<file path="src/sv/ptbbp_ram.sv">
`timescale 1ns / 1ps
`default_nettype none

module ptbbp_ram #(
   parameter int WIDTH = 8,
   parameter int DEPTH = 16
) (
   input  wire logic                     clock,
   input  wire logic                     wr_en,
   input  wire logic [$clog2(DEPTH)-1:0] wr_addr,
   input  wire logic [WIDTH-1:0]         wr_data,
   input  wire logic                     rd_en,
   input  wire logic [$clog2(DEPTH)-1:0] rd_addr,
   output logic      [WIDTH-1:0]         rd_data
);

   logic [WIDTH-1:0] mem [DEPTH];

   always_ff @(posedge clock) begin
      if (wr_en) begin
         mem[wr_addr] <= wr_data;
      end
      if (rd_en) begin
         rd_data <= mem[rd_addr];
      end
   end

endmodule

`default_nettype wire

</file>
<file path="config.mk">
export PLATFORM = sky130hd
export DESIGN_NAME = ptbbp_ram
export DESIGN_NICKNAME = d
export VERILOG_FILES = /design/src/sv/ptbbp_ram.sv
export SDC_FILE = /design/constraint.sdc
export NUM_CORES = 1
export LEC_CHECK = 0
export BUFFER_PORTS_ARGS = -buffer_cell sky130_fd_sc_hd__buf_2
export CAP_MARGIN = 20
export CORE_MARGIN = 8
export CORE_UTILIZATION = 40
export DETAILED_ROUTE_END_ITERATION = 8
export PLACE_DENSITY_LB_ADDON = 0.1
export RECOVER_POWER = 100
export SYNTH_ARGS = -nofsm -noshare
export SYNTH_HDL_FRONTEND = slang
export SYNTH_SLANG_ARGS = --single-unit
export TNS_END_PERCENT = 100
</file>
<file path="constraint.sdc">
create_clock -name clock -period 2.4 [get_ports clock]
set_clock_uncertainty 0.2 [all_clocks]
set_input_delay 0.12 -clock clock [delete_from_list [all_inputs] [get_ports clock]]
set_output_delay 0.12 -clock clock [all_outputs]
set_load 0.03 [all_outputs]
</file>
==> qor.csv <==
metric,value,unit
status,finished clean,
clock_path_buffers,2,
p_leak,0.002008,uW
die_h,130.3,microns
grt_pass1_wl,16000,microns
gr-usage-all-layers,0.1353,
tightest_slew,0.7260,ns
seqPwrFrac,0.506,
ioPinCount,27,
crit_required,2.23,ns
antennaDiodeCount,0,
max-cap-violations,0,
switching_power,1028,uW
p_per_area,855.8,nW/um^2
endpoint_kind,flip-flop,
crit_arrival,1.75,ns
chipWidth,130.3,microns
combinationalPowerShare,0.051,
syn-cell-area,5228,sq um
postSynthCellCount,229,
critical_path_class,in2reg,
cts_resized,0,
min_path_cells,3,
rrSetupSlack,0.66,ns
crit_fanout,8,
antenna_found_initial,0,
cts.sinks,136,
initial_utilization,0.4126,
dp_hpwl,6781,microns
ys.warnings.count,0,
synth.avg_cell_area,22.83,sq um
cts_hold_buf,11,
cts_buffers,17,
via_count,2452,
maxSlewViolCount,0,
grt_max_degree,33,
maxSlewHeadroom,0.5160,
drt_iter0_drc,189,
vias_per_cell,5.119,
max-vdd-ir-drop,0.5374,mV
place_ws,0.4000,ns
cts_tree,yes,
final_nets,314,
drive_gt1_frac,0.1629,
design_area,6220,sq um
io_buffer_count,26,
drt_wl_total,10490,microns
timing.setup.tns,0,ns
coreArea,12670,sq um
hold_viol,0,
min_period,1.911,ns
ant_nets,0,
ff2ff_path_depth,3,
dpl_cell_area,5662,sq um
post_cts_buffers,0,
min_path_type,in2reg,
route.detailed.drc,0,
insertion_delay,0.41,ns
r2r-end,rd_data[1],
switching_share,0.1932,
fmax,523.3,MHz
cp-start-kind,primary input,
grt_pass1_vias,2644,
clkTransAtPathRegs,0.05,ns
die_area,16980,sq um
globalplace.congestion,0.7086,
wl_per_cell,21.90,microns
p_int,4294,uW
synth_seq_cells,136,
final_core_util,0.4909,
placementRows,41,
finalSetupViolations,0,
hold_end,mem[1][0],
drtPass1Iterations,4,
fin_crit_sh,0.7962,
syn_nets,248,
setup_ws,0.4892,ns
cts_root_buf,clkbuf_16,
rsz0062_at_grt,no,
clkPwrFrac,0.443,
synth_seq_area_share,0.7812,
yosysUniqueCellTypes,18,
grt_overflow,0,
htreeDepth,4,
synthToLayoutAreaGrowth,18.98,%
nFillCells,1077,
worstHoldStart,wr_addr[2],
r2r-start,mem[5][1],
-- worst max-delay path, cell delays in order --
cell	delay, ns
dlygate4sd3_1	0.53
clkbuf_1	0.17
nand2b_1	0.25
nor2_1	0.11
clkbuf_1	0.56
-- area by class of cell --
type | instances | area [sq um] | share of cell area
sequential | 136 | 4084 | 0.6566
multi-input combinational | 83 | 1057 | 0.1700
clock buffer | 25 | 455.4 | 0.07322
timing repair buffer | 57 | 332.8 | 0.05351
tap | 172 | 215.2 | 0.03460
clock inverter | 6 | 75.07 | 0.01207
-- flip-flops by register name, indices dropped and copies added, names as in the netlist --
| name | flops |
|---|---|
| rd_data | 8 |
| mem | 128 |
-- cell usage in the layout (no fill, tap or decap), drive strengths merged --
| cell type | synthesis | layout |
|---|---|---|
| bufinv | 0 | 2 |
| or3b | 1 | 1 |
| nor2b | 1 | 1 |
| edfxtp | 136 | 136 |
| nand2 | 9 | 9 |
| buf | 7 | 12 |
| nor3 | 4 | 4 |
| and2b | 1 | 1 |
| mux4 | 32 | 32 |
| dlygate4sd3 | 0 | 11 |
| nand3 | 1 | 1 |
| and2 | 1 | 1 |
| clkbuf | 0 | 59 |
| nand3b | 2 | 2 |
| a22oi | 16 | 16 |
| nand2b | 2 | 2 |
| nor2 | 13 | 13 |
| clkinv | 0 | 4 |
-- Yosys cell counts (all sizes together) --
cell type      instances  area share
nand3b                 2      0.0029
nor3                   4      0.0038
edfxtp               136        0.78
clkdlybuf4s25          3      0.0057
mux4                  32        0.15
nand2                  9      0.0065
and2                   1      0.0012
or3b                   1      0.0017
buf                    7       0.011
nor2                  13      0.0093
nand3                  1     0.00096
nand2b                 2      0.0024
nor2b                  1      0.0012
a22oi                 16       0.023
and2b                  1      0.0014
-- routing by layer --
layer | track usage | vias to the layer above | routed length [microns]
met5 | 0 | - | 0
met4 | 0.04713 | 0 | 126
met3 | 0.04488 | 13 | 474
met2 | 0.2032 | 50 | 4879
met1 | 0.1807 | 1273 | 5009
li1 | - | 1116 | -
-- worst max path at each step --
stage / cells after the start / endpoint / from
after floorplan: 2 / mem[0][0] / wr_addr[2]
after global placement: 5 / rd_data[1] / rd_addr[0]
after detailed placement: 5 / rd_data[1] / rd_addr[0]
after CTS: 4 / mem[4][1] / wr_addr[0]
after global routing: 5 / mem[15][4] / wr_addr[0]
final: 5 / mem[10][2] / wr_addr[0]
-- metrics by stage --
step	power, uW	std cells	hold WS (ns)
after floorplan	2895	229	0.01887
after global placement	3010	437	0.3043
after detailed placement	3015	437	0.3059
after CTS	5386	479	0.04921
after global routing	5498	479	0.06821
final	5323	479	0.07283
-- power groups by stage --
stage | sequential [uW] | clock (uW) | combinational (uW)
global route | 2700 | 2500 | 297
global placement | 2740 | 0 | 271
CTS | 2690 | 2410 | 288
finish | 2690 | 2360 | 272
floorplan | 2760 | 0 | 135
detailed placement | 2740 | 0 | 275
-- logic make-up (layout without fill, tap and decap cells) --
family	Yosys count	count (layout)	synth area share
AOI/OAI and AO/OA	16	16	0.02298
buffers and inverters	10	88	0.01651
DFF	136	136	0.7812
muxes	32	32	0.1479
and+or+nand+nor	35	35	0.03136
Power figures use the tool's default switching activity.
