File: src/sv/ptbbp_pkg.sv
`timescale 1ns / 1ps
`default_nettype none

package ptbbp_pkg;

   localparam int NUM_TYPES = 1024;
   localparam int ADDR_W    = $clog2(NUM_TYPES);

   localparam int TYPE_W    = 32;
   localparam int TIME_W    = 32;
   localparam int LEN_W     = 32;
   localparam int COUNT_W   = 32;
   localparam int USED_W    = 17;
   localparam int BUDGET_W  = 16;
   localparam int HEADER_W  = 8;
   localparam int FRAC_W    = 16;
   localparam int RATE_W    = 48;
   localparam int TOTAL_W   = LEN_W + 2;
   localparam int DIV_CNT_W = $clog2(RATE_W);

   localparam int CSR_IDX_W  = 8;
   localparam int CSR_DATA_W = 32;

   localparam logic [CSR_IDX_W-1:0] CSR_BYTE_BUDGET  = CSR_IDX_W'(0);
   localparam logic [CSR_IDX_W-1:0] CSR_HEADER_BYTES = CSR_IDX_W'(1);

   localparam logic [BUDGET_W-1:0] BUDGET_RESET = BUDGET_W'(2048);
   localparam logic [HEADER_W-1:0] HEADER_RESET = HEADER_W'(12);

   localparam logic ACT_MESSAGE = 1'b0;
   localparam logic ACT_QUERY   = 1'b1;

   typedef struct packed {
      logic              action;
      logic [TYPE_W-1:0] msg_type;
      logic [TIME_W-1:0] msg_time;
      logic [LEN_W-1:0]  msg_len;
   } req_payload_type;

   typedef struct packed {
      logic               accepted;
      logic               has_messages;
      logic [COUNT_W-1:0] msg_count;
      logic [RATE_W-1:0]  avg_rate;
   } rsp_payload_type;

   typedef struct packed {
      logic [COUNT_W-1:0] count;
      logic [TIME_W-1:0]  stamp;
      logic [USED_W-1:0]  used;
   } entry_type;

   typedef struct packed {
      logic              start;
      logic [RATE_W-1:0] dividend;
      logic [TIME_W-1:0] divisor;
   } div_req_type;

   typedef struct packed {
      logic              done;
      logic [RATE_W-1:0] quotient;
   } div_sts_type;

   typedef enum logic [1:0] {
      ST_CLEAR,
      ST_IDLE,
      ST_EXEC,
      ST_DIV
   } state_type;

endpackage

`default_nettype wire

File: src/sv/ptbbp_div.sv
`timescale 1ns / 1ps
`default_nettype none

module ptbbp_div
   import ptbbp_pkg::*;
(
   input  wire logic        clock,
   input  wire logic        reset,
   input  wire div_req_type req,
   output div_sts_type      sts
);

   logic                 run_ff, run_in;
   logic                 done_ff, done_in;
   logic [DIV_CNT_W-1:0] cnt_ff, cnt_in;
   logic [TIME_W:0]      rem_ff, rem_in;
   logic [RATE_W-1:0]    quo_ff, quo_in;
   logic [TIME_W-1:0]    den_ff, den_in;

   logic [TIME_W:0]      shifted;
   logic [TIME_W+1:0]    diff;
   logic                 ge;

   // restoring division, one quotient bit per cycle
   always_comb begin
      shifted = {rem_ff[TIME_W-1:0], quo_ff[RATE_W-1]};
      diff    = {1'b0, shifted} - {2'b00, den_ff};
      ge      = ~diff[TIME_W+1];

      run_in  = run_ff;
      done_in = 1'b0;
      cnt_in  = cnt_ff;
      rem_in  = rem_ff;
      quo_in  = quo_ff;
      den_in  = den_ff;

      if (req.start) begin
         run_in = 1'b1;
         cnt_in = DIV_CNT_W'(RATE_W - 1);
         rem_in = '0;
         quo_in = req.dividend;
         den_in = req.divisor;
      end else if (run_ff) begin
         rem_in = ge ? diff[TIME_W:0] : shifted;
         quo_in = {quo_ff[RATE_W-2:0], ge};
         cnt_in = cnt_ff - 1'b1;
         if (cnt_ff == '0) begin
            run_in  = 1'b0;
            done_in = 1'b1;
         end
      end
   end

   always_ff @(posedge clock) begin
      if (reset) begin
         run_ff  <= 1'b0;
         done_ff <= 1'b0;
      end else begin
         run_ff  <= run_in;
         done_ff <= done_in;
      end
      cnt_ff <= cnt_in;
      rem_ff <= rem_in;
      quo_ff <= quo_in;
      den_ff <= den_in;
   end

   assign sts.done     = done_ff;
   assign sts.quotient = quo_ff;

endmodule

`default_nettype wire

File: config.mk
export PLATFORM = sky130hd
export DESIGN_NAME = ptbbp_div
export DESIGN_NICKNAME = d
export VERILOG_FILES = /design/src/sv/ptbbp_pkg.sv /design/src/sv/ptbbp_div.sv
export SDC_FILE = /design/constraint.sdc
export NUM_CORES = 1
export LEC_CHECK = 0
export BUFFER_PORTS_ARGS = -buffer_cell sky130_fd_sc_hd__buf_2
export CAP_MARGIN = 25
export CORE_UTILIZATION = 40
export DETAILED_ROUTE_END_ITERATION = 6
export PLACE_DENSITY = 0.64
export SLEW_MARGIN = 0
export SYNTH_ARGS = -nofsm -noshare
export SYNTH_HDL_FRONTEND = slang
export SYNTH_SLANG_ARGS = --single-unit
File: constraint.sdc
create_clock -name clock -period 5.8 [get_ports clock]
set_clock_uncertainty 0.15 [all_clocks]
set_input_delay 0.87 -clock clock [delete_from_list [all_inputs] [get_ports clock]]
set_output_delay 0.87 -clock clock [all_outputs]
set_load 0.05 [all_outputs]
==> metrics.md, run 1 <==
| Metric | Value |
|---|---|
| GRT Total Usage | `about a fifth` |
| Setup crit end kind | `flop` |
| # rows | `46` |
| CTS Buffer Depth | `2` |
| Worst slack, placed | `about 2.2 ns` |
| DP Area | `0.00736 mm²` |
| Clk_lat worst skew | `between 0.4 and 0.5 ns` |
| Fin. Hold Viols | `0` |
| Worst Min Path Start | `rem_ff[18]` |
| Initial antenna violation count | `0` |
| Setup tns final | `0 ns` |
| Core Util, Final | `between 40% and 50%` |
| WL per Instance | `between 15 and 20 µm` |
| Area grow syn2layout | `21.7%` |
| Core area | `between 0.015 and 0.02 mm²` |
| Post-synth EDFFs | `80` |
| Top post-synthesis cells by area | `edfxtp_1 (37%), dfxtp_1 (12%), mux2_2 (8.3%)` |
| Seq/Total Area, Yosys | `between 40% and 50%` |
| Hold path endpoint | `rem_ff[19]` |
| Required @ worst endpoint | `5.98 ns` |
| Top-count cell post-synth | `edfxtp_1` |
| CTS tree | `done` |
| GP Congestion | `roughly 0.86` |
| Antenna viol nets, final | `0` |
| Max rail drop VDD | `about 210 µV` |
| Slew @ Worst Pin | `between 0.9 and 1 ns` |
| WL final | `between 10,000 and 15,000 µm` |
| Dpl hpwl | `around 10,000 µm` |
| Yosys reg bits | `120` |
| Pwr Density | `~340 mW/mm²` |
| Vias | `between 5,000 and 6,000` |
| Die Height | `roughly 130 µm` |
| Post-Syn Area | `between 0.006 and 0.007 mm²` |
| H-Tree Level Count | `4` |
| Antenna cells | `0` |
| FF-to-FF End | `rem_ff[29]` |
| Minimum clock period | `3.53 ns` |
| Simple-Gate Fraction of Synth Area | `12.5%` |
| RSZ-0062 raised after global routing | `false` |
| DRT iter0 DRCs | `about 340` |
| Clock Pin Slew Worst Setup and Hold Paths | `~0.060 ns` |
| Post-CTS Setup Bufs | `0` |
| Crit Path Category | `reg2reg` |
| Synth async-reset ratio | `0%` |
| Largest net degree at the start of global routing | `73` |
| Leak | `about 3.3 nW` |
| Post-route worst setup slack | `roughly 2.3 ns` |
| Yosys warns | `0` |
| Min-delay worst type | `reg2reg` |
| Io pins | `132` |
| Final Max Tran Viols | `0` |
| Root Buffer | `clkbuf_16` |
| Max-slew headroom | `39.0%` |
| DR DRC count | `0` |
| Die area | `approximately 0.017 mm²` |
| Most frequent cells after synthesis | `edfxtp_1 (80), nand2_1 (55), mux2_2 (48)` |
| Worst hold slack | `between 0.3 and 0.4 ns` |
| First-pass GRT wire length | `~24,000 µm` |
| Fmax | `283 MHz` |
| CP arrival | `between 3 and 4 ns` |
| Layout cell share with drive strength beyond 1 | `29.5%` |
| Mux cell area share after synthesis | `under 10%` |
| Vias in the first global route | `a little over 5,000` |
| Ys flop type | `edfxtp_1` |
| Tcrit/Tclk final | `around three fifths` |
| Area share of fa/ha/maj cells after synthesis | `between 6 and 7%` |
| Top-area cell type share of the netlist area | `approximately 37%` |
| Total CTS buffers | `17` |
| Post-synthesis xor/xnor area fraction | `between 2 and 3%` |
| Post-synth top area cell | `edfxtp_1` |
| Syn nets | `between 700 and 800` |
| R2R depth | `12` |
| Complex-gate fraction of the synthesized area | `~14%` |
| PostCTS Resize Cnt | `0` |
| Setup violators final | `0` |
| Die X | `around 130 µm` |
| RR Startpoint | `den_ff[2]` |
| Post-synthesis cell type count | `about 60` |
| Drt first pass iters | `4` |
| Starting density of the core | `41.0%` |
| Hold-fix buffers at CTS | `0` |
| Worst hold path depth | `2` |
| Nets | `850` |
| Syn_area_per_cell | `~11 µm²` |
| Clock sinks | `120` |
| CP max FO | `18` |
| Type of origin of the critical path | `flop` |
| Largest family of logic cells by synthesized area | `compound AO/OA/AOI/OAI gates` |
| R2R setup slack | `2.27 ns` |
| Vias per cell | `approximately 5.2` |
| Finished layout cell area | `around 0.0079 mm²` |
| Max_cap viols | `0` |
| Outcome | `finished clean` |
| Global route overflow | `0` |
| Post-synthesis cell count | `just over 600` |
| Port bufs | `131` |
==> power breakdown <==
group	internal [W]	switching, W
combinational	0.000214	0.000382
clock	0.000627	0.000389
sequential	0.00100	0.0000421
==> cell usage in the layout (no fill, tap or decap), types with 20 or more instances in the layout <==
cell type  count
a21oi_1       36
a311oi_1      20
buf_2        130
dfxtp_1       39
edfxtp_1      80
ha_1          34
inv_1         44
mux2_2        48
nand2_1       55
nor2_1        41
==> layer usage <==
metal	wire length (µm)	global-route usage, %	part of all wire, %	up-vias
met5	0	0	0	-
met4	262	9.51	1.8	0
met3	1240	7.10	8.3	23
met2	6720	29.5	45	177
met1	6620	22.7	45	2333
li1	-	-	-	2485
==> area by class of cell <==
cell class | instances | area (µm²)
fill | 1489 | 7960
sequential | 120 | 3200
multi-input combinational | 414 | 3020
timing repair buffer | 135 | 701
clock buffer | 19 | 433
tap | 216 | 270
inverter | 44 | 165
clock inverter | 13 | 130
==> per-stage QoR <==
step                      power (W)  std cells
final                       0.00266        961
after floorplan             0.00151        606
after global routing        0.00278        961
after detailed placement    0.00165        929
after global placement      0.00164        928
after CTS                   0.00268        961
==> worst max path at each step <==
stage,from,to,slack (ns),depth (start not counted)
3_3_place_gp,den_ff[2],rem_ff[17],2.34,12
2_1_floorplan,quo_ff[47],rem_ff[20],2.62,13
6_report,den_ff[2],rem_ff[29],2.27,12
3_5_place_dp,den_ff[2],rem_ff[29],2.23,12
5_1_grt,den_ff[2],rem_ff[29],1.90,12
4_1_cts,den_ff[2],rem_ff[11],2.22,12
==> sequential cells by signal, indices dropped and copies added (netlist names) <==
name / count
rem_ff: 32
den_ff: 32
quo_ff: 48
cnt_ff: 6
done_ff: 1
run_ff: 1
==> kinds of logic (layout without fill, tap and decap cells) <==
family / Yosys count / after routing
AND/OR/NAND/NOR: 168 / 168
AO/OA/AOI/OAI: 132 / 132
flip-flops: 120 / 120
buffers and inverters: 72 / 211
multiplexers: 57 / 57
adder cells (fa/ha/maj): 35 / 35
XOR/XNOR: 22 / 22
==> worst max-delay path: stages, from the launching register on <==
cell	delay, ns
edfxtp_1	0.32
inv_1	0.04
ha_1	0.33
o21ai_1	0.09
a21oi_1	0.23
o2111ai_1	0.16
a31oi_2	0.33
o211a_4	0.25
o211ai_4	0.11
a21oi_2	0.66
buf_4	0.38
o21ai_0	0.12
a311oi_1	0.26
(Power assumes the default switching activity.)
==> inputs of run 2 (changes only) <==
--- a/config.mk
+++ b/config.mk
@@ -5,11 +5,12 @@
 export SDC_FILE = /design/constraint.sdc
 export NUM_CORES = 1
 export LEC_CHECK = 0
+export ABC_AREA = 1
 export BUFFER_PORTS_ARGS = -buffer_cell sky130_fd_sc_hd__buf_2
 export CAP_MARGIN = 25
 export CORE_UTILIZATION = 40
 export DETAILED_ROUTE_END_ITERATION = 6
-export PLACE_DENSITY = 0.64
+export PLACE_DENSITY = 0.63
 export SLEW_MARGIN = 0
 export SYNTH_ARGS = -nofsm -noshare
 export SYNTH_HDL_FRONTEND = slang
==> constraint.sdc (replaced) <==
create_clock -name clock -period 3.5 [get_ports clock]
set_clock_uncertainty 0.15 [all_clocks]
set_input_delay 0.525 -clock clock [delete_from_list [all_inputs] [get_ports clock]]
set_output_delay 0.525 -clock clock [all_outputs]
set_load 0.05 [all_outputs]
==> metrics.md, run 2 <==
| Metric | Value |
|---|---|
| Biggest register | `quo_ff` |
| Most frequent CP cell | `nand2_1` |
| WL final | `20,300 µm (+37%)` |
| # rows | `49 (+6.5%)` |
| Comb pwr share | `15.3% (-7.2 points)` |
| Tcrit/Tclk final | `76.0% (+15 points)` |
| Initial antenna violation count | `0 (unchanged)` |
| Setup violators final | `0 (unchanged)` |
| Top post-synthesis cells by area | `edfxtp_1 (32%), nand2_1 (22%), dfxtp_1 (11%)` |
| Largest net degree at the start of global routing | `49 (-33%)` |
| Pint | `0.00285 W (+55%)` |
| Setup tns final | `0 ns (unchanged)` |
| Antenna viol nets, final | `0 (unchanged)` |
| Die area | `0.0195 mm² (+16%)` |
| Final Max Tran Viols | `0 (unchanged)` |
| Critical-path cell list | `inv_1, ha_1, nand2_2, inv_2, nand2_1, nand2_1, a21oi_4, nor2_4, nor2_8, nand2_4, nand2_1, nand3_1, nand2_1` |
| Area share of fa/ha/maj cells after synthesis | `5.88% (-0.96 points)` |
| Min-delay worst type | `in2reg` |
| Area grow syn2layout | `19.1%` |
| H-Tree Level Count | `4 (unchanged)` |
| CP max FO | `31 (+13)` |
| Max-slew headroom | `52.0% (+13 points)` |
| Die Height | `140 µm (+7.7%)` |
| Core area | `0.0183 mm² (+15%)` |
| Post-synthesis xor/xnor area fraction | `1.73% (-1.2 points)` |
| M1 wire length | `9740 µm (+47%)` |
| Post-CTS Setup Bufs | `0 (unchanged)` |
| Critical-path top delay cell | `nor2_8` |
| Drt first pass iters | `4 (unchanged)` |
| Wire length on met3 | `1290 µm (+4.0%)` |
| First-pass GRT wire length | `32,900 µm (+35%)` |
| Leak | `4.91 nW (+47%)` |
| Simple-Gate Fraction of Synth Area | `35.7% (+23 points)` |
| CP arrival | `2.88 ns (-0.83 ns)` |
| Pwr Density | `450 mW/mm² (+34%)` |
| Largest family of logic cells by synthesized area | `simple AND/OR/NAND/NOR gates` |
| Vias | `6,845 (+36%)` |
| Post-synthesis cell count | `1,061 (+75%)` |
| Nets | `1,309 (+54%)` |
| Clock sinks | `120 (unchanged)` |
| Complex-gate fraction of the synthesized area | `3.06% (-11 points)` |
| RR Startpoint | `den_ff[19]` |
| Total CTS buffers | `17 (unchanged)` |
| Max FFs per register | `48 (unchanged)` |
| Core Util, Final | `49.4% (-0.52 points)` |
| Fmax | `376 MHz (+33%)` |
| Post-synth EDFFs | `80 (unchanged)` |
| R2R setup slack | `0.84 ns (-1.43 ns)` |
| Outcome | `finished clean` |
| Die X | `140 µm (+7.7%)` |
| Max rail drop VDD | `369 µV (+74%)` |
| Dpl hpwl | `15,100 µm (+47%)` |
| WL met2 | `9040 µm (+34%)` |
| Setup crit start | `den_ff[19]` |
| DRT iter0 DRCs | `356 (+6.0%)` |
| FF-to-FF End | `rem_ff[17]` |
| Seq/Total Area, Yosys | `42.3% (-6.9 points)` |
| Worst hold path depth | `1 (-1)` |
| RSZ-0062 raised after global routing | `false` |
| Io pins | `132 (unchanged)` |
| Fin. Hold Viols | `0 (unchanged)` |
| Global route overflow | `0 (unchanged)` |
| Crit Path Category | `reg2reg` |
| Most common cell after layout, fill and taps aside | `nand2_1` |
| Hold-fix buffers at CTS | `0 (unchanged)` |
| Minimum clock period | `2.66 ns (-0.873 ns)` |
| Post-Syn Area | `0.00758 mm² (+16%)` |
| Required @ worst endpoint | `3.71 ns (-2.27 ns)` |
| Most frequent cells in the layout | `nand2_1 (452), inv_1 (180), buf_2 (130)` |
| Sw Pwr | `0.00121 W (+49%)` |
| Max_cap viols | `0 (unchanged)` |
| Clock Pin Slew Worst Setup and Hold Paths | `0.07 ns (about the same)` |
| Root Buffer | `clkbuf_16` |
| Yosys reg bits | `120 (unchanged)` |
| Post-synth top area cell | `edfxtp_1` |
| Ys flop type | `edfxtp_1` |
| Vias in the first global route | `6,561 (+29%)` |
| Switching share of power | `29.9% (-0.75 points)` |
| Crit path capture | `rem_ff[17]` |
| Top flop regs | `quo_ff x48, den_ff x32, rem_ff x32` |
| Highest Signal Layer | `met4` |
| Layout cell share with drive strength beyond 1 | `16.5% (-13 points)` |
| Syn_area_per_cell | `7.14 µm² (-34%)` |
| CTS Buffer Depth | `2 (unchanged)` |
| Top-area cell type share of the netlist area | `31.7% (-5.2 points)` |
| DR DRC count | `0 (unchanged)` |
| R2R depth | `13 (+1)` |
| WL per Instance | `14.2 µm (-8.2%)` |
| Type of origin of the critical path | `flop` |
| GRT Total Usage | `21.6% (+2.7 points)` |
| Synth async-reset ratio | `0% (unchanged)` |
| GP Congestion | `0.968 (+13%)` |
| PostCTS Resize Cnt | `0 (unchanged)` |
| Yosys warns | `0 (unchanged)` |
| Mux cell area share after synthesis | `0% (-9.7 points)` |
| Post-synthesis cell type count | `38 (-36%)` |
| Most frequent cells after synthesis | `nand2_1 (452), inv_1 (181), edfxtp_1 (80), nand3_1 (80), nor2_1 (46)` |
| Slowest Stage Delay on Critical Path | `0.38 ns (-0.28 ns)` |
| Top-count cell post-synth | `nand2_1` |
| Clk_lat worst skew | `0.43 ns (about the same)` |
| Clock power share | `43.5% (+5.2 points)` |
| Starting density of the core | `41.5% (+0.48 points)` |
| CTS tree | `done` |
| Vias per cell | `4.78 (-8.5%)` |
| Port bufs | `131 (unchanged)` |
| Sequential share of power | `41.2% (+1.9 points)` |
| Syn nets | `1,179 (+63%)` |
| Setup crit end kind | `flop` |
| Antenna cells | `0 (unchanged)` |
| Slew @ Worst Pin | `0.719 ns (-0.195 ns)` |
[run 2: cell count changes after synthesis, moves of 17 or more]
| cell | change |
|---|---|
| a21oi_1 | -17 |
| a311oi_1 | -20 |
| inv_1 | +137 |
| mux2_2 | -48 |
| nand2_1 | +397 |
| nand2b_1 | -17 |
| nand3_1 | +69 |
[run 2: metrics by stage]
stage | total power (W) | cells | hold slack, ns | instance area, µm² | worst slack [ns]
floorplan | 0.00213 | 1061 | 0.294 | 7580 | 0.417
finish | 0.00406 | 1433 | 0.121 | 9020 | 0.839
detailed placement | 0.00232 | 1401 | 0.308 | 8440 | 0.892
CTS | 0.00410 | 1433 | 0.109 | 9020 | 0.880
global placement | 0.00232 | 1401 | 0.308 | 8440 | 0.873
global route | 0.00422 | 1433 | 0.105 | 9020 | 0.625
[run 2: final cells by class]
cell class / instances / area (µm²)
clock buffers: 19 / 433
clock inverters: 13 / 144
fillers: 1857 / 9250
inverters: 187 / 703
multi-input cells: 727 / 3510
flip-flops and latches: 120 / 3200
well taps: 229 / 287
repair buffers: 138 / 736
[run 2: how the worst min path moves through the flow]
stage                    start          to  slack, ns
global placement    rem_ff[17]  rem_ff[17]       0.31
CTS                    req[27]  den_ff[27]       0.11
detailed placement  rem_ff[19]  rem_ff[19]       0.31
floorplan           rem_ff[10]  rem_ff[10]       0.29
finish                 req[27]  den_ff[27]       0.12
global route           req[16]  den_ff[16]       0.10
[run 2: kinds of logic after synthesis]
| kind of cell | Yosys count |
|---|---|
| fa+ha+maj | 35 |
| flops | 120 |
| compound gates | 41 |
| xor+xnor | 15 |
| simple gates | 636 |
| buf+inv | 214 |
[run 2: metal layers]
metal  up-vias  track usage [%]
met3        25             5.75
met5         -                0
li1       3559                -
met2       197             34.8
met1      3064             28.9
met4         0             5.15
[run 2: power by group through the flow]
stage                     registers, W  clock network (W)  logic (W)
final                          0.00167            0.00177   0.000621
after global routing           0.00168            0.00187   0.000672
after CTS                      0.00167            0.00180   0.000623
after detailed placement       0.00170                  0   0.000622
after global placement         0.00170                  0   0.000619
after floorplan                0.00189                  0   0.000234
[run 2: worst max-delay path, delay by kind of cell (launching register included)]
family	cells	cell delay (ns)
and+or+nand+nor	9	1.47
adders and majority gates	1	0.36
DFF	1	0.33
AOI/OAI and AO/OA	1	0.20
buffers and inverters	2	0.09
==> inputs of run 3 (changes only) <==
--- a/config.mk
+++ b/config.mk
@@ -5,12 +5,12 @@
 export SDC_FILE = /design/constraint.sdc
 export NUM_CORES = 1
 export LEC_CHECK = 0
-export ABC_AREA = 1
+export ABC_AREA = 0
 export BUFFER_PORTS_ARGS = -buffer_cell sky130_fd_sc_hd__buf_2
 export CAP_MARGIN = 25
 export CORE_UTILIZATION = 40
 export DETAILED_ROUTE_END_ITERATION = 6
-export PLACE_DENSITY = 0.63
+export PLACE_DENSITY = 0.67
 export SLEW_MARGIN = 0
 export SYNTH_ARGS = -nofsm -noshare
 export SYNTH_HDL_FRONTEND = slang
==> constraint.sdc (replaced) <==
create_clock -name clock -period 2.4 [get_ports clock]
set_clock_uncertainty 0.15 [all_clocks]
set_input_delay 0.36 -clock clock [delete_from_list [all_inputs] [get_ports clock]]
set_output_delay 0.36 -clock clock [all_outputs]
set_load 0.05 [all_outputs]
==> metrics.md, run 3 (synthesis gave the netlist of run 1 again) <==
| Metric | Value |
|---|---|
| Outcome | `finished with violations` |
| Violated checks | `setup timing` |
| GP Congestion | `0.876 (-9.5%)` |
| CTS tree | `done` |
| Required @ worst endpoint | `2.58 ns (-1.13 ns)` |
| Max-slew headroom | `62.1% (+10 points)` |
| Largest net degree at the start of global routing | `40 (-18%)` |
| Clock power share | `35.8% (-7.7 points)` |
| Minimum clock period | `2.88 ns (+0.220 ns)` |
| Worst slack, placed | `-0.632 ns (-1.52 ns)` |
| Root Buffer | `clkbuf_16` |
| Clock sinks | `120 (unchanged)` |
| Die X | `130 µm (-7.2%)` |
| Setup crit end kind | `flop` |
| Type of origin of the critical path | `flop` |
| CP max FO | `7 (-77%)` |
| # rows | `46 (-6.1%)` |
| Area grow syn2layout | `47.8%` |
| CTS Buffer Depth | `2 (unchanged)` |
| Pint | `0.00486 W (+71%)` |
| Busiest grt layer | `met2` |
| Die area | `0.0168 mm² (-14%)` |
| Most frequent cells in the layout | `buf_2 (130), buf_4 (124), edfxtp_1 (80)` |
| CP arrival | `3.06 ns (+0.18 ns)` |
| RSZ-0062 raised after global routing | `true` |
| Sequential share of power | `35.7% (-5.5 points)` |
| Antenna cells | `0 (unchanged)` |
| Leak | `4.19 nW (-15%)` |
| Switching share of power | `31.4% (+1.5 points)` |
| Sw Pwr | `0.00222 W (+83%)` |
| Setup tns final | `-12.05 ns (-12.05 ns)` |
| Io pins | `132 (unchanged)` |
| Core area | `0.0159 mm² (-13%)` |
| Global route overflow | `0 (unchanged)` |
| Vias | `5,801 (-15%)` |
| Vias in the first global route | `6,031 (-8.1%)` |
| Pwr Density | `736 mW/mm² (+63%)` |
| GRT met2 Usage | `37.3% (+2.6 points)` |
| WL per Instance | `15.7 µm (+10%)` |
| Max rail drop VDD | `549 µV (+49%)` |
| Max FFs per register | `48 (unchanged)` |
| First-pass GRT wire length | `28,100 µm (-15%)` |
| Met1 GRT Util | `25.1% (-3.8 points)` |
| GRT Total Usage | `21.5% (-0.12 points)` |
| Setup violators final | `33 (+33)` |
| Clk_lat worst skew | `0.42 ns (about the same)` |
| Vias per cell | `5.16 (+8.0%)` |
| Port bufs | `131 (unchanged)` |
| Layout cell share with drive strength beyond 1 | `44.5% (+28 points)` |
| Nets | `1,013 (-23%)` |
| Starting density of the core | `41.0% (-0.48 points)` |
| Biggest register | `quo_ff` |
| Fin. Hold Viols | `0 (unchanged)` |
| Comb pwr share | `28.6% (+13 points)` |
| H-Tree Level Count | `4 (unchanged)` |
| Most common cell after layout, fill and taps aside | `buf_2` |
| Tcrit/Tclk final | `120% (+44 points)` |
| Post-route worst setup slack | `-0.481 ns (-1.32 ns)` |
| Fmax | `347 MHz (-7.6%)` |
| Final Max Tran Viols | `0 (unchanged)` |
| Slew @ Worst Pin | `0.564 ns (-0.155 ns)` |
| Antenna viol nets, final | `0 (unchanged)` |
| Drt first pass iters | `5 (+1)` |
| WL final | `17,600 µm (-13%)` |
| Grt met3 use | `6.73% (+0.98 points)` |
| Min-delay worst type | `in2reg` |
| DR DRC count | `0 (unchanged)` |
| Crit Path Category | `reg2reg` |
| Dpl hpwl | `12,200 µm (-19%)` |
| Clock Pin Slew Worst Setup and Hold Paths | `0.06 ns (about the same)` |
| Total CTS buffers | `17 (unchanged)` |
| Initial antenna violation count | `0 (unchanged)` |
| Max_cap viols | `0 (unchanged)` |
| Die Height | `130 µm (-7.2%)` |
| Fillers | `1,347 (-27%)` |
| DRT iter0 DRCs | `306 (-14%)` |
| Top flop regs | `quo_ff x48, den_ff x32, rem_ff x32` |
[run 3: cell types whose count changed in the layout (fill, tap and decap cells not counted), sizes merged, moves of 14 or more]
cell,change
a311oi,+20
mux2,+49
nand2,-407
nand2b,+17
a21o,+14
dlygate4sd3,+33
inv,-144
buf,+127
a21oi,+16
nand3,-74
[run 3: worst paths after layout]
check                 start          to  slack [ns]  cells after the start
setup reg to reg  den_ff[8]  rem_ff[16]       -0.48                     11
setup / recovery  den_ff[8]  rem_ff[16]       -0.48                     11
hold / removal      req[43]  quo_ff[11]        0.09                      2
hold reg to reg   cnt_ff[0]   cnt_ff[0]        0.35                      2
[run 3: worst max-delay path: stages, from the launching register on]
cell and delay [ns]:
edfxtp_1 0.32, inv_1 0.06, ha_4 0.31, and4_4 0.25, o2111ai_2 0.15, a31oi_4 0.26, o211a_4 0.20, o211ai_4 0.08
buf_6 0.13, a21o_4 0.25, or3_1 0.39, a311oi_2 0.25
[run 3: repair_timing]
item / in CTS / in global routing
pin swaps: 16 / 38
hold endpoints to repair: 34 / 0
buffers inserted: 6 / 9
cloned: 1 / 0
hold buffers: 33 / 0
gates resized for setup: 22 / 50
endpoints found under the setup margin: 33 / 33
[run 3: metal layers]
metal / vias to the layer above / part of all wire, %
met3: 19 / 6.7
met5: - / 0
met4: 0 / 1.4
met1: 2758 / 43
li1: 2819 / -
met2: 205 / 48
[run 3: layout make-up]
type | instances | area [µm²] | share of cell area, %
multi-input cells | 414 | 3340 | 34.7
flip-flops and latches | 120 | 3200 | 33.3
repair buffers | 298 | 2060 | 21.4
clock buffers | 19 | 433 | 4.50
well taps | 216 | 270 | 2.81
inverters | 44 | 165 | 1.72
clock inverters | 13 | 149 | 1.55
[run 3: through the flow]
stage,instances,area [µm²],hold WS (ns),power (W),utilization [%]
2_1_floorplan,606,6560,0.282,0.00367,-
6_report,1124,9630,0.0912,0.00708,60.6
3_5_place_dp,1045,8260,0.330,0.00433,52.0
5_1_grt,1124,9630,0.0710,0.00740,60.6
4_1_cts,1117,9360,0.0744,0.00700,58.9
3_3_place_gp,1045,8260,0.314,0.00427,52.0
[run 3: power by group through the flow]
stage	clock network, W	registers [W]	logic, W
floorplan	0	0.00284	0.000824
global placement	0	0.00256	0.00172
detailed placement	0	0.00256	0.00177
CTS	0.00259	0.00252	0.00189
global route	0.00268	0.00255	0.00217
finish	0.00253	0.00253	0.00202
